<file path="src/assert_macros.svh">
// Assertion helpers shared by the FIFO and back-end modules.
// Both macros expect clk_i and rst_ni to be visible in the module that uses them.
`ifndef ASSERT_MACROS_SVH
`define ASSERT_MACROS_SVH

// Property that must hold at every clock edge outside reset.
`define STLT_ASSERT(label, prop) \
  label: assert property (@(posedge clk_i) disable iff (!rst_ni) prop) \
    else $error("stlt: assertion failed");

// Condition that must never be seen at a clock edge outside reset.
`define STLT_ASSERT_NEVER(label, expr) \
  label: assert property (@(posedge clk_i) disable iff (!rst_ni) !(expr)) \
    else $error("stlt: forbidden condition seen");

`endif

</file>
<file path="src/stlt_pkg.sv">
`default_nettype none

package stlt_pkg;

  // Default sizing of the block.
  localparam int MAX_SHORT_DEF   = 512;
  localparam int MAX_LONG_DEF    = 4096;
  localparam int SAMPLE_BITS_DEF = 24;

  // Depth of the queue between the front and the back end.
  localparam int QUEUE_DEPTH = 2;

  // Configuration register widths and reset values.
  localparam int STA_W  = 10;
  localparam int LTA_W  = 13;
  localparam int TRIG_W = 16;

  localparam logic [STA_W-1:0]  STA_RESET  = 10'd50;
  localparam logic [LTA_W-1:0]  LTA_RESET  = 13'd500;
  localparam logic [TRIG_W-1:0] TRIG_RESET = 16'd1024;

  // Configuration port.
  localparam int CFG_IDX_W  = 2;
  localparam int CFG_DATA_W = 16;

  localparam logic [CFG_IDX_W-1:0] CFG_STA_LEN = 2'd0;
  localparam logic [CFG_IDX_W-1:0] CFG_LTA_LEN = 2'd1;
  localparam logic [CFG_IDX_W-1:0] CFG_TRIGGER = 2'd2;

  // Output tdata is one byte; status sits in the low bits.
  localparam int OUT_TDATA_W = 8;
  localparam int STATUS_W    = 2;

  typedef enum logic [STATUS_W-1:0] {
    ST_WARM   = 2'd0,
    ST_GAP    = 2'd1,
    ST_NOPICK = 2'd2,
    ST_PICK   = 2'd3
  } status_e;

  typedef struct packed {
    logic [STA_W-1:0]  sta_len;
    logic [LTA_W-1:0]  lta_len;
    logic [TRIG_W-1:0] trigger_level;
  } cfg_t;

  // Back-end sequencer states.
  typedef enum logic [4:0] {
    S_IDLE = 5'b00001,
    S_READ = 5'b00010,
    S_MUL  = 5'b00100,
    S_CMP  = 5'b01000,
    S_OUT  = 5'b10000
  } back_state_e;

endpackage

`default_nettype wire

</file>
<file path="src/stlt_fifo.sv">
`default_nettype none

`include "assert_macros.svh"

module stlt_fifo #(
  parameter int WIDTH = 8,
  parameter int DEPTH = stlt_pkg::QUEUE_DEPTH
) (
  input  wire logic             clk_i,
  input  wire logic             rst_ni,
  input  wire logic             push_valid_i,
  output logic                  push_ready_o,
  input  wire logic [WIDTH-1:0] push_data_i,
  output logic                  pop_valid_o,
  input  wire logic             pop_ready_i,
  output logic      [WIDTH-1:0] pop_data_o
);

  localparam int PW = $clog2(DEPTH);
  localparam int CW = $clog2(DEPTH + 1);

  logic [DEPTH-1:0][WIDTH-1:0] mem_q;
  logic [PW-1:0]               wr_ptr_q, wr_ptr_d;
  logic [PW-1:0]               rd_ptr_q, rd_ptr_d;
  logic [CW-1:0]               count_q, count_d;
  logic                        push, pop;

  assign push_ready_o = (32'(count_q) < DEPTH);
  assign pop_valid_o  = (count_q != '0);
  assign pop_data_o   = mem_q[rd_ptr_q];

  assign push = push_valid_i && push_ready_o;
  assign pop  = pop_valid_o && pop_ready_i;

  // Pointer and occupancy update.
  always_comb begin
    wr_ptr_d = wr_ptr_q;
    rd_ptr_d = rd_ptr_q;
    count_d  = count_q;
    if (push) begin
      wr_ptr_d = (32'(wr_ptr_q) == DEPTH - 1) ? '0 : wr_ptr_q + PW'(1);
    end
    if (pop) begin
      rd_ptr_d = (32'(rd_ptr_q) == DEPTH - 1) ? '0 : rd_ptr_q + PW'(1);
    end
    if (push && !pop) begin
      count_d = count_q + CW'(1);
    end else if (pop && !push) begin
      count_d = count_q - CW'(1);
    end
  end

  always_ff @(posedge clk_i or negedge rst_ni) begin
    if (!rst_ni) begin
      wr_ptr_q <= '0;
      rd_ptr_q <= '0;
      count_q  <= '0;
    end else begin
      wr_ptr_q <= wr_ptr_d;
      rd_ptr_q <= rd_ptr_d;
      count_q  <= count_d;
    end
  end

  // Queue storage.
  always_ff @(posedge clk_i) begin
    if (push) begin
      mem_q[wr_ptr_q] <= push_data_i;
    end
  end

  `STLT_ASSERT_NEVER(a_fifo_overflow, 32'(count_q) > DEPTH)
  `STLT_ASSERT(a_fifo_ptr_gap, (count_q == '0) |-> (wr_ptr_q == rd_ptr_q))

endmodule

`default_nettype wire

</file>
<file path="config.mk">
export PLATFORM = sky130hd
export DESIGN_NAME = stlt_fifo
export DESIGN_NICKNAME = d
export VERILOG_FILES = /design/src/stlt_pkg.sv /design/src/stlt_fifo.sv
export VERILOG_INCLUDE_DIRS = /design/src /design/src/src
export SDC_FILE = /design/constraint.sdc
export NUM_CORES = 1
export LEC_CHECK = 0
export BUFFER_PORTS_ARGS = -buffer_cell sky130_fd_sc_hd__buf_2
export CORE_UTILIZATION = 48
export DETAILED_ROUTE_END_ITERATION = 12
export PLACE_DENSITY = 0.7
export SKIP_LAST_GASP = 1
export SYNTH_ARGS = -nofsm -noshare
export SYNTH_HDL_FRONTEND = slang
export SYNTH_SLANG_ARGS = --single-unit
</file>
<file path="constraint.sdc">
create_clock -name clk_i -period 1.79 [get_ports clk_i]
set_clock_uncertainty 0.1 [all_clocks]
set_input_delay 0.358 -clock clk_i [delete_from_list [all_inputs] [get_ports clk_i]]
set_output_delay 0.358 -clock clk_i [all_outputs]
set_load 0.005 [all_outputs]
</file>
==> summary.md <==
| Metric | Value |
|---|---|
| Worst Setup End Kind | primary output |
| Worst R2R Setup Slack | 0.31 ns |
| Fin crit share | 0.952 |
| Syn nets | 55 |
| Sequential area share after synthesis | 0.742 |
| Crit path capture | pop_data_o[4] |
| Drt drc | 0 |
| First-pass GRT wire length | 1800 µm |
| Synth cell count leaders | edfxtp_1 (16), mux2_2 (8), dfrtp_1 (4), xnor2_1 (3), xor2_1 (2) |
| Antenna-violating nets left | 0 |
| # diodes | 0 |
| Core area | 1510 µm² |
| RePlAce Congestion | 0.661 |
| DR iter-0 viols | 3 |
| Syn_area_per_cell | 18.6 µm² |
| Critical path origin | rd_ptr_q |
| Final Hold Viols | 0 |
| CP arrival | 1.25 ns |
| DR WL/cell | 12.4 µm |
| Worst VDD drop | 751 µV |
| Part of the power in combinational logic | 0.329 |
| Vias in the first global route | 453 |
| Crit path time final | between 1.5 and 2 ns |
| Gate count after technology mapping | 42 |
| Area contributors post-synth | edfxtp_1 (61%), dfrtp_1 (13%), mux2_2 (12%) |
| Worst-Skew Late Latency | roughly 0.28 ns |
| CTS tree | built |
| Worst hold slack | 0.149 ns |
| Sw Ratio | 0.280 |
| CTS Root Cell | clkbuf_4 |
| Port bufs | 21 |
| Max Slew Vio Count | 0 |
| Initial Util | 0.519 |
| Final worst slack | 0.0868 ns |
| Drt pass-1 iters | 4 |
| Status | completed |
| DR vias | between 400 and 500 |
| Post-DP HPWL | 784 µm |
| Number of max-cap violations | 0 |
| H-tree levels | 1 |
| Worst-Margin Slew | just under 0.4 ns |
| Setup TNS | 0 ns |
| PD cells | 1430 nW/µm² |
| Power share of the clock group | 0.152 |
| Setup Crit Path Kind | reg2out |
| Power share of the sequential group | 0.519 |
| Num CTS Buffers | 3 |
| Die Wd | between 40 and 50 µm |
| Min-delay src | push_data_i[7] |
| Initial antenna violation count | 0 |
| Slew HR | 0.743 |
| Startpoint Class | register |
| Clk sinks | 20 |
| Row count | 14 |
| FFs w/ async S/R, synth | 0.200 |
| Clock transition at path regs | between 0.1 and 0.15 ns |
| Dpl ws | 0.257 ns |
| Hold crit path type | in2reg |
| Commonest register cell after synthesis | edfxtp_1 |
| Routed WL | 1060 µm |
| EDFF count, synth | 16 |
| Worst-path maximum fanout | 9 |
| Post-synth top area share | 0.614 |
| Switching power | 381 µW |
| Most numerous cell in the Yosys netlist | edfxtp_1 |
| Post-synth top area cell | edfxtp_1 |
| Die Height | 42.4 µm |
| GRT overflow | 0 |
| Int Power | 980 µW |
| Number of nets in the layout | 83 |
| Reg2reg path depth | 2 |
| Yosys warns | 0 |
| Worst R2R Start | count_q[1] |
| DR vias/cell | about 4.9 |
| IO Count | 22 |
| Clk buf depth | 2 |
| #FFs+latches synth | 20 |
| Cell area after synthesis | between 700 and 800 µm² |
| Largest net degree at the start of global routing | 12 |
| Die area | 1790 µm² |
| Leakage | just under 0.0004 µW |
| Share of cells above drive strength 1 | 0.536 |
| Fmax | 587 MHz |
| P&R area growth vs syn | 21.8% |
| Overall routing resource usage | 0.136 |
| Setup violations, final | 0 |
| Req. time, crit path | 1.33 ns |
| RSZ-0062 raised after global routing | false |
| RR Endpoint | mem_q[9] |
| Yosys cell types | 14 |
state kept, by name, indices dropped and copies added, names as in the netlist:
register / cells
count_q: 2
mem_q: 16
rd_ptr_q: 1
wr_ptr_q: 1
kinds of logic after synthesis:
group | share of synthesized area
muxes | 0.115
xor gates and xnor gates | 0.0560
adders and majority gates | 0.0160
and+or+nand+nor | 0.0560
buffers and inverters | 0.0144
DFF | 0.742
layout make-up:
cell class	instances	area, µm²
Clock buffer	3	22.5
Clock inverter	1	3.75
Fill cell	123	554
Inverter	1	3.75
Multi-Input combinational cell	20	190
Sequential cell	20	582
Tap cell	16	20.0
Timing Repair Buffer	24	130
critical path, cell delays in order (launching register included):
cell	delay (ns)
dfrtp_2	0.48
mux2_2	0.36
buf_2	0.12
per-layer routing:
layer  vias to the layer above  wire (µm)  part of all wire  global-route usage
met5                         -          0                 0                   0
met4                         0          0                 0              0.0375
met3                         0         34             0.032              0.0259
met2                        10        557              0.53               0.231
met1                       204        462              0.44               0.178
li1                        206          -                 -                   -
worst min path at each step:
stage                      end  depth (start not counted)  slack (ns)
global placement    count_q[1]                          1        0.07
global route          mem_q[0]                          1        0.14
floorplan           count_q[0]                          0       -0.04
CTS                  mem_q[12]                          1        0.14
detailed placement  count_q[1]                          1        0.07
finish                mem_q[7]                          1        0.15
cells in the final DEF, fill, tap and decap left out, drive strengths merged:
master	Yosys	layout
inv	1	1
and2b	1	1
nor2	1	1
ha	1	1
xnor2	3	3
buf	1	23
clkinv	0	1
edfxtp	16	16
mux2	8	8
dlygate4sd3	0	1
clkbuf	0	3
dfrtp	4	4
or2	1	1
xor2	2	2
nand2	1	1
and2	1	1
nor2b	1	1
metrics by stage:
stage | utilization | cells | instance area (µm²) | power (µW)
CTS | 0.627 | 84 | 945 | 1370
global route | 0.632 | 85 | 952 | 1460
global placement | 0.602 | 79 | 907 | 1140
floorplan | - | 42 | 782 | 1010
finish | 0.632 | 85 | 952 | 1360
detailed placement | 0.602 | 79 | 907 | 1160
power by group through the flow:
stage | combinational [µW] | clock (µW) | sequential (µW)
after floorplan | 336 | 0 | 673
after global placement | 427 | 0 | 718
after detailed placement | 435 | 0 | 724
after CTS | 437 | 216 | 716
after global routing | 495 | 237 | 723
final | 448 | 207 | 707
what timing repair did:
action / in CTS / in global routing
cloned: 0 / 0
gates resized for setup: 1 / 0
setup buffers: 0 / 1
endpoints found under the hold margin: 4 / 0
endpoints found under the setup margin: 8 / 1
hold buffers: 1 / 0
Power figures use the tool's default switching activity.
