--- src/assert_macros.svh ---
// Assertion helpers shared by the FIFO and back-end modules.
// Both macros expect clk_i and rst_ni to be visible in the module that uses them.
`ifndef ASSERT_MACROS_SVH
`define ASSERT_MACROS_SVH

// Property that must hold at every clock edge outside reset.
`define STLT_ASSERT(label, prop) \
  label: assert property (@(posedge clk_i) disable iff (!rst_ni) prop) \
    else $error("stlt: assertion failed");

// Condition that must never be seen at a clock edge outside reset.
`define STLT_ASSERT_NEVER(label, expr) \
  label: assert property (@(posedge clk_i) disable iff (!rst_ni) !(expr)) \
    else $error("stlt: forbidden condition seen");

`endif

--- src/stlt_pkg.sv ---
`default_nettype none

package stlt_pkg;

  // Default sizing of the block.
  localparam int MAX_SHORT_DEF   = 512;
  localparam int MAX_LONG_DEF    = 4096;
  localparam int SAMPLE_BITS_DEF = 24;

  // Depth of the queue between the front and the back end.
  localparam int QUEUE_DEPTH = 2;

  // Configuration register widths and reset values.
  localparam int STA_W  = 10;
  localparam int LTA_W  = 13;
  localparam int TRIG_W = 16;

  localparam logic [STA_W-1:0]  STA_RESET  = 10'd50;
  localparam logic [LTA_W-1:0]  LTA_RESET  = 13'd500;
  localparam logic [TRIG_W-1:0] TRIG_RESET = 16'd1024;

  // Configuration port.
  localparam int CFG_IDX_W  = 2;
  localparam int CFG_DATA_W = 16;

  localparam logic [CFG_IDX_W-1:0] CFG_STA_LEN = 2'd0;
  localparam logic [CFG_IDX_W-1:0] CFG_LTA_LEN = 2'd1;
  localparam logic [CFG_IDX_W-1:0] CFG_TRIGGER = 2'd2;

  // Output tdata is one byte; status sits in the low bits.
  localparam int OUT_TDATA_W = 8;
  localparam int STATUS_W    = 2;

  typedef enum logic [STATUS_W-1:0] {
    ST_WARM   = 2'd0,
    ST_GAP    = 2'd1,
    ST_NOPICK = 2'd2,
    ST_PICK   = 2'd3
  } status_e;

  typedef struct packed {
    logic [STA_W-1:0]  sta_len;
    logic [LTA_W-1:0]  lta_len;
    logic [TRIG_W-1:0] trigger_level;
  } cfg_t;

  // Back-end sequencer states.
  typedef enum logic [4:0] {
    S_IDLE = 5'b00001,
    S_READ = 5'b00010,
    S_MUL  = 5'b00100,
    S_CMP  = 5'b01000,
    S_OUT  = 5'b10000
  } back_state_e;

endpackage

`default_nettype wire

--- src/stlt_front.sv ---
`default_nettype none

module stlt_front #(
  parameter int SAMPLE_BITS = stlt_pkg::SAMPLE_BITS_DEF
) (
  input  wire logic                     clk_i,
  input  wire logic                     rst_ni,
  input  wire logic                     in_valid_i,
  output logic                          in_ready_o,
  input  wire logic [SAMPLE_BITS-1:0]   in_sample_i,
  input  wire logic                     in_present_i,
  output logic                          push_valid_o,
  input  wire logic                     push_ready_i,
  output logic      [2*SAMPLE_BITS-1:0] push_data_o
);

  localparam int SQ_W = 2 * SAMPLE_BITS - 1;

  logic                     valid_q, valid_d;
  logic [SAMPLE_BITS-1:0]   sample_q;
  logic                     present_q;
  logic                     accept;
  logic [SAMPLE_BITS-1:0]   mag;
  logic [2*SAMPLE_BITS-1:0] sq_full;

  assign in_ready_o = !valid_q || push_ready_i;
  assign accept     = in_valid_i && in_ready_o;

  // Input holding stage.
  always_comb begin
    valid_d = valid_q;
    if (accept) begin
      valid_d = 1'b1;
    end else if (push_ready_i) begin
      valid_d = 1'b0;
    end
  end

  always_ff @(posedge clk_i or negedge rst_ni) begin
    if (!rst_ni) begin
      valid_q <= 1'b0;
    end else begin
      valid_q <= valid_d;
    end
  end

  always_ff @(posedge clk_i) begin
    if (accept) begin
      sample_q  <= in_sample_i;
      present_q <= in_present_i;
    end
  end

  // Magnitude and square; the most negative code maps to its true magnitude.
  assign mag     = sample_q[SAMPLE_BITS-1] ? (~sample_q + SAMPLE_BITS'(1)) : sample_q;
  assign sq_full = {{SAMPLE_BITS{1'b0}}, mag} * {{SAMPLE_BITS{1'b0}}, mag};

  // Queue entry: gap flag on top, squared sample below.
  assign push_valid_o = valid_q;
  assign push_data_o  = {~present_q, sq_full[SQ_W-1:0]};

endmodule

`default_nettype wire

--- config.mk ---
export PLATFORM = sky130hd
export DESIGN_NAME = stlt_front
export DESIGN_NICKNAME = d
export VERILOG_FILES = /design/src/assert_macros.svh /design/src/stlt_pkg.sv /design/src/stlt_front.sv
export SDC_FILE = /design/constraint.sdc
export NUM_CORES = 1
export LEC_CHECK = 0
export ABC_AREA = 1
export BUFFER_PORTS_ARGS = -buffer_cell sky130_fd_sc_hd__buf_4
export CAP_MARGIN = 20
export CORE_MARGIN = 10
export CORE_UTILIZATION = 60
export CTS_BUF_LIST = sky130_fd_sc_hd__clkbuf_4 sky130_fd_sc_hd__clkbuf_8
export DETAILED_ROUTE_END_ITERATION = 12
export GPL_TIMING_DRIVEN = 0
export HOLD_SLACK_MARGIN = 0.06
export PLACE_DENSITY = 0.83
export SYNTH_ARGS = -nofsm -noshare
export SYNTH_HDL_FRONTEND = slang
export SYNTH_SLANG_ARGS = --single-unit
export TNS_END_PERCENT = 100
--- constraint.sdc ---
create_clock -name clk_i -period 15.2 [get_ports clk_i]
set_input_delay 0.76 -clock clk_i [delete_from_list [all_inputs] [get_ports clk_i]]
set_output_delay 0.76 -clock clk_i [all_outputs]
set_load 0.005 [all_outputs]
==> impl_metrics.ini, run 1 <==
[logic_synthesis]
synth.ff_latch_count = 26
synth_enable_flop_cells = 25
yosysSeqAreaShare = 0.0421
synth-main-ff-cell = edfxtp_1
synthArstFlopShare = 0.0385
synth_most_common_cell = inv_1
yosysTopAreaCell = fa_1
avgSynthCellArea_sq_um = 8.02
synth_common_cells = 691 x inv_1, 457 x nand2_1, 425 x fa_1
synth_cell_types = 40
yosys_warnings = 0
syn_area_sq_um = 18400
synth_top_area_frac = 0.461
synthCells = 2300
ys_top_cells_by_area = fa_1 46%, inv_1 14%, ha_1 11%

[clock_network]
cts_max_level = 1
cts-resized-gates = 0
hold_buffers = 0
clkSinkCount = 26
cts_tree = done
post_cts_buffers = 0
cts.path.max_buffers = 2
cts.clk_slew.worst_paths_ns = 0.16
cts.root.buffer_cell = clkbuf_8
numCtsBuffers = 3
clk_latency_ns = 0.35

[placement]
place_congestion = 1.02
dp_worst_setup_slack_ns = 5.32
place.port_buffers = 77
dpl_cell_area_sq_um = 19600
hpwl_um = 47300

[finish]
area_growth_pct = 6.71
final_nets = 3021
seqCellArea_sq_um = 776
nFillCells = 2606
antenna_cells = 0
final_cell_area_sq_um = 19700
drive_gt1_frac = 0.0721
multi_input_area_sq_um = 14800

[floorplanning]
initial_utilization = 0.606
die_area_sq_um = 38100
core-area_sq_um = 30400
io_pins = 79
dieWidth_um = 195
rows = 64
die_h_um = 195

[route]
drcViolationCount = 0
wl_um = 53800
routed-via-count = 15200
wire_per_inst_um = 19.3
drt-initial-drc-count = 1299
vias_per_cell = 5.43
ant_nets = 0
dr.pass1.iters = 7

[worst_setup_path]
cp_max_fo = 10
critPathLaunchType = flip-flop
timing.critical_path.from = sample_q[0]
cp-end-kind = output pin
cp_common_cell = nand2_1
criticalPathCategory = flip-flop to output pin
slowest_stage = edfxtp_1
timing.rr.start = push_valid_o
worstPathRequired_ns = 14.44
cp.arrival_ns = 9.69
worst_path_largest_cell_delay_ns = 0.62

[timing]
period_needed_ns = 10.45
fmax_mhz = 95.7
setup_violations = 0
fin_setup_tns_ns = 0
setup_slack_ns = 4.75
hold_viol_final = 0
slew_headroom = 0.548
hold_slack_ns = 0.142
rsz0062_at_grt = false
period_share = 0.688
slew_violations = 0
worst_slew_pin_slew_ns = 0.677
fin_skew_ns = 0.0362

[status]
status = finished, final reports clean

[grt]
gr-total-overflow = 0
grt_pass1_vias = 16400
grtUsageTotal = 0.287
grt_max_degree = 25
grt_pass1_wl_um = 86000
antenna_found_initial = 0

[flow_run]
maxCapViolations = 0

[worst_hold_path]
hp-class = primary input to async pin
final timing paths:
check	to	slack (ns)	cells after the start
min in group clk_i	present_q	0.57	1
max in group asynchronous	push_valid_o	14.98	1
worst max register to register	sample_q[1]	13.89	2
worst min register to register	push_valid_o	0.65	2
worst max-delay path	push_data_o[46]	4.75	33
worst min-delay path	push_valid_o	0.14	1
layout by cell type, fill, tap and decap left out, drive strengths merged:
master and count:
edfxtp 25, nand2 470, clkbuf 5, nand3b 4, nand3 65, o21ai 36, buf 112, nor2 228
fa 425, or2 4, dfrtp 1, and2 1, a21oi 49, bufinv 1, ha 168, o21a 1
inv 711, nor3 6, o21bai 10, or3 1, xor2 24, conb 18, o211ai 3, xnor2 8
nand4 17, a21o 5
sequential cells by signal, summed over array words and instances (netlist names):
register / count
sample_q: 24
present_q: 1
push_valid_o: 1
logic make-up after synthesis:
kind of cell               Yosys count  share of synthesized area
AOI/OAI and AO/OA                  104                     0.0314
xor gates and xnor gates            32                     0.0181
adders and majority gates          593                      0.576
buffers and inverters              747                      0.157
DFF                                 26                     0.0421
other                                2                   0.000407
and+or+nand+nor                    796                      0.176
worst max-delay path, delay by kind of cell, from the launching register on:
family | cells | cell delay, ns
flops | 1 | 0.62
simple gates | 16 | 2.45
fa+ha+maj | 9 | 4.34
compound gates | 1 | 0.47
buf+inv | 7 | 1.44
final cells by class:
cell class / count / share of cell area
plain buffers: 36 / 0.0109
clock buffers: 3 / 0.00210
clock inverters: 1 / 0.00153
inverters: 711 / 0.136
multi-input cells: 1543 / 0.755
flip-flops and latches: 26 / 0.0394
well taps: 396 / 0.0252
repair buffers: 78 / 0.0304
stage by stage:
stage          cells  utilization
2_1_floorplan   2316            -
3_3_place_gp    2789        0.643
3_5_place_dp    2790        0.644
4_1_cts         2794        0.647
5_1_grt         2794        0.647
6_report        2794        0.647
metal layers:
layer  global-route usage  vias to the layer above  routed length (um)  share of wire
met3               0.0526                      183                4870          0.090
met2                0.484                      718               26100           0.48
met1                0.360                     7500               20300           0.38
met4                0.111                        0                2610          0.049
met5                    0                        -                   0              0
li1                     -                     6774                   -              -
Power of run 1 is left out: the tool's default activity adds up to more than one toggle a clock period on the data nets, which glitch-free logic cannot reach.
==> run 2: changes to the inputs <==
==> constraint.sdc (replaced) <==
create_clock -name clk_i -period 9.8 [get_ports clk_i]
set_input_delay 0.49 -clock clk_i [delete_from_list [all_inputs] [get_ports clk_i]]
set_output_delay 0.49 -clock clk_i [all_outputs]
set_load 0.005 [all_outputs]
==> run 2 against run 1 <==
Hold slack better by 0.16 ns. Core utilization up 0.18 points. Design area up 0.28%. Cell count up 0.11%. Global-route usage about the same. Die area unchanged. Largest cell class unchanged.
==> impl_metrics.ini, run 2 (synthesis gave the netlist of run 1 again) <==
[timing]
worst_slew_pin_slew_ns = 0.696
slew_violations = 0
period_needed_ns = 9.49
hold_viol_final = 0
fin_skew_ns = 0.0326
fin_setup_tns_ns = 0
fmax_mhz = 105
slew_headroom = 0.536
rsz0062_at_grt = false
setup_violations = 0
period_share = 0.969
hold_slack_ns = 0.305

[clock_network]
clkSinkCount = 26
cts_max_level = 1
clk_latency_ns = 0.35
cts.clk_slew.worst_paths_ns = 0.16
numCtsBuffers = 3
cts_tree = done
cts.root.buffer_cell = clkbuf_8
cts.path.max_buffers = 2

[floorplanning]
die_h_um = 195
core-area_sq_um = 30400
rows = 64
initial_utilization = 0.606
dieWidth_um = 195
io_pins = 79
die_area_sq_um = 38100

[placement]
place.port_buffers = 77
hpwl_um = 47300
place_congestion = 1.02

[finish]
fin_util = 0.648
top_register = sample_q
drive_gt1_frac = 0.0762
antenna_cells = 0
largest_reg_flops = 24
final_cell_mix = 691 x inv_1, 455 x nand2_1, 425 x fa_1, 212 x nor2_1, 168 x ha_1
final_common_cell = inv_1
area_growth_pct = 7.00
final_nets = 3024

[route]
vias_per_cell = 5.44
drcViolationCount = 0
wire_per_inst_um = 19.3
dr.pass1.iters = 6
drt-initial-drc-count = 1328
wl_um = 53900
ant_nets = 0
routed-via-count = 15200

[grt]
grtUsageTotal = 0.287
grt_max_degree = 25
grt_pass1_vias = 16400
antenna_found_initial = 0
grt_pass1_wl_um = 86000
gr-total-overflow = 0

[worst_hold_path]
hp-class = primary input to flip-flop

[worst_setup_path]
worst_path_largest_cell_delay_ns = 0.57
critPathLaunchType = flip-flop
cp_common_cell = fa_1
cp-end-kind = output pin
reg2reg_slack_ns = 8.49
cp_max_fo = 10
slowest_stage = edfxtp_1
worstPathRequired_ns = 9.31
criticalPathCategory = flip-flop to output pin
cp.arrival_ns = 9.00

[flow_run]
maxCapViolations = 0

[status]
status = finished, final reports clean
## run 2: changes by cell type in the layout (fill, tap and decap cells not counted), sizes merged
cell         previous run  this run
dlygate4sd3             0         1
clkbuf                  5         6
buf                   112       113
## run 2: layout make-up
| cell class | count | area, sq um |
|---|---|---|
| fill | 2598 | 10700 |
| sequential | 26 | 776 |
| timing repair buffer | 81 | 623 |
| inverter | 711 | 2670 |
| clock inverter | 1 | 30.0 |
| multi-input combinational | 1543 | 14900 |
| clock buffer | 3 | 41.3 |
| tap | 396 | 495 |
| buffer | 36 | 221 |
## run 2: stage by stage
stage               std cells  worst slack [ns]  cell area (sq um)
finish                   2797             0.307              19700
global route             2797            0.0458              19700
CTS                      2795            0.0242              19700
detailed placement       2790             0.189              19600
global placement         2789             0.317              19600
floorplan                2316              2.32              18500
## run 2: final timing paths
kind / start / to / cells after the start
max reg2reg: push_valid_o / sample_q[1] / 2
max in group asynchronous: rst_ni / push_valid_o / 2
max: sample_q[0] / push_data_o[28] / 29
min: in_present_i / present_q / 1
min reg2reg: push_valid_o / push_valid_o / 2
min in group asynchronous: rst_ni / push_valid_o / 2
## run 2: worst max-delay path, delay by kind of cell (launching register included)
kind / cells / cell delay (ns)
adder cells (fa/ha/maj): 9 / 4.31
AND/OR/NAND/NOR: 13 / 2.44
buffers and inverters: 6 / 1.08
flip-flops: 1 / 0.57
XOR/XNOR: 1 / 0.22
## run 2: metal layers
layer / part of all wire / global-route usage / up-vias
li1: - / - / 6779
met1: 0.37 / 0.360 / 7490
met2: 0.48 / 0.484 / 772
met3: 0.096 / 0.0526 / 170
met4: 0.049 / 0.111 / 0
met5: 0 / 0 / -
## run 2: repair_timing
item,in CTS,in global routing
hold buffers,1,0
endpoints found under the hold margin,1,0
buffers inserted,0,2
gates resized for setup,1,10
setup endpoints to repair,10,27
Power of run 2 is left out for the same reason.
==> run 3: changes to the inputs <==
--- a/config.mk
+++ b/config.mk
@@ -12,7 +12,6 @@
 export CORE_UTILIZATION = 60
 export CTS_BUF_LIST = sky130_fd_sc_hd__clkbuf_4 sky130_fd_sc_hd__clkbuf_8
 export DETAILED_ROUTE_END_ITERATION = 12
-export GPL_TIMING_DRIVEN = 0
 export HOLD_SLACK_MARGIN = 0.06
 export PLACE_DENSITY = 0.83
 export SYNTH_ARGS = -nofsm -noshare
==> run 3 against run 2 <==
Sequential share of layout area about the same. Hold slack gained 0.014 ns. Critical path type unchanged. Die area is the same. First-iteration DRC count is 11% higher. Critical endpoint is now push_data_o[36].
==> impl_metrics.ini, run 3 (synthesis gave the netlist of run 1 again) <==
[floorplanning]
rows = 64
dieWidth_um = 195
die_h_um = 195
io_pins = 79
core-area_sq_um = 30400
die_area_sq_um = 38100
initial_utilization = 0.606

[worst_setup_path]
cp.arrival_ns = 8.81
cp-end-kind = output pin
cp_max_fo = 19
path_buf_inv = 7
cp_top_family = adder cells
cp_common_cell = nand2_1
worst_path_largest_cell_delay_ns = 0.66
criticalPathCategory = flip-flop to output pin
reg2reg_slack_ns = 8.10
critPathLaunchType = flip-flop
slowest_stage = fa_1
worstPathRequired_ns = 9.31

[timing]
slew_violations = 0
period_share = 0.949
hold_viol_final = 0
fin_setup_tns_ns = 0
fmax_mhz = 108
worst_slew_pin_slew_ns = 1.04
period_needed_ns = 9.30
rsz0062_at_grt = false
fin_skew_ns = 0.0271
slew_headroom = 0.307
setup_violations = 0

[finish]
drive_gt1_frac = 0.0676
top_register = sample_q
final_cell_mix = 691 x inv_1, 456 x nand2_1, 425 x fa_1, 213 x nor2_1, 168 x ha_1
largest_reg_flops = 24
nFillCells = 2647
area_growth_pct = 6.33
final_common_cell = inv_1
final_nets = 3005

[placement]
hpwl_um = 46600
place_congestion = 1.03
place.port_buffers = 77

[route]
vias_per_cell = 5.40
wire_per_inst_um = 19.2
ant_nets = 0
dr.pass1.iters = 6
drt-initial-drc-count = 1473
wl_um = 53200
routed-via-count = 15000
drcViolationCount = 0

[grt]
grt_max_degree = 26
grt_pass1_wl_um = 85800
antenna_found_initial = 0
grtUsageTotal = 0.285
grt_pass1_vias = 16200
gr-total-overflow = 0

[clock_network]
cts_tree = done
numCtsBuffers = 3
cts.clk_slew.worst_paths_ns = 0.14
cts.path.max_buffers = 2
cts.root.buffer_cell = clkbuf_8
clkSinkCount = 26
clk_latency_ns = 0.33
cts_max_level = 1

[status]
status = finished, final reports clean

[flow_run]
maxCapViolations = 0

[worst_hold_path]
hp-class = primary input to flip-flop
-- run 3: changes by cell type in the layout (fill, tap and decap cells not counted), moves of 3 or more --
cell / delta
buf_2: -18
buf_4: +7
a21oi_2: -3
a21oi_1: +3
-- run 3: area by class of cell --
cell class              instances  area (sq um)  share of cell area
repair buffers                 98           738              0.0377
well taps                     396           495              0.0253
inverters                     711          2670               0.136
multi-input cells            1543         14800               0.757
clock buffers                   3          41.3             0.00211
diodes                          1          2.50            0.000128
flip-flops and latches         26           776              0.0396
clock inverters                 1          30.0             0.00153
-- run 3: timing repair --
item / CTS / global route
hold endpoints to repair: 1 / 0
hold buffers: 1 / 0
setup endpoints to repair: 0 / 10
setup buffers: 0 / 0
gates resized for setup: 0 / 1
-- run 3: path summary, 6_finish.rpt --
check                          startpoint              end  cells after the start
max                           sample_q[0]  push_data_o[36]                     33
min                        in_sample_i[9]      sample_q[9]                      1
max reg2reg                  push_valid_o      sample_q[1]                      1
min reg2reg                  push_valid_o     push_valid_o                      2
max in group asynchronous          rst_ni     push_valid_o                      2
min in group asynchronous          rst_ni     push_valid_o                      2
-- run 3: per-layer routing --
metal,track usage,vias up,part of all wire
met4,0.0936,0,0.038
met5,0,-,0
met2,0.473,752,0.48
met1,0.359,7352,0.38
met3,0.0713,141,0.10
li1,-,6757,-
-- run 3: metrics by stage --
stage	hold WS, ns	setup slack (ns)	instance area (sq um)	cells	utilization
floorplan	0.194	2.32	18500	2316	-
global placement	0.265	0.915	19500	2773	0.641
detailed placement	0.267	0.777	19500	2773	0.641
CTS	0.321	0.386	19600	2778	0.644
global route	0.321	0.170	19600	2778	0.644
finish	0.318	0.501	19600	2779	0.644
Power of run 3 is left out for the same reason.
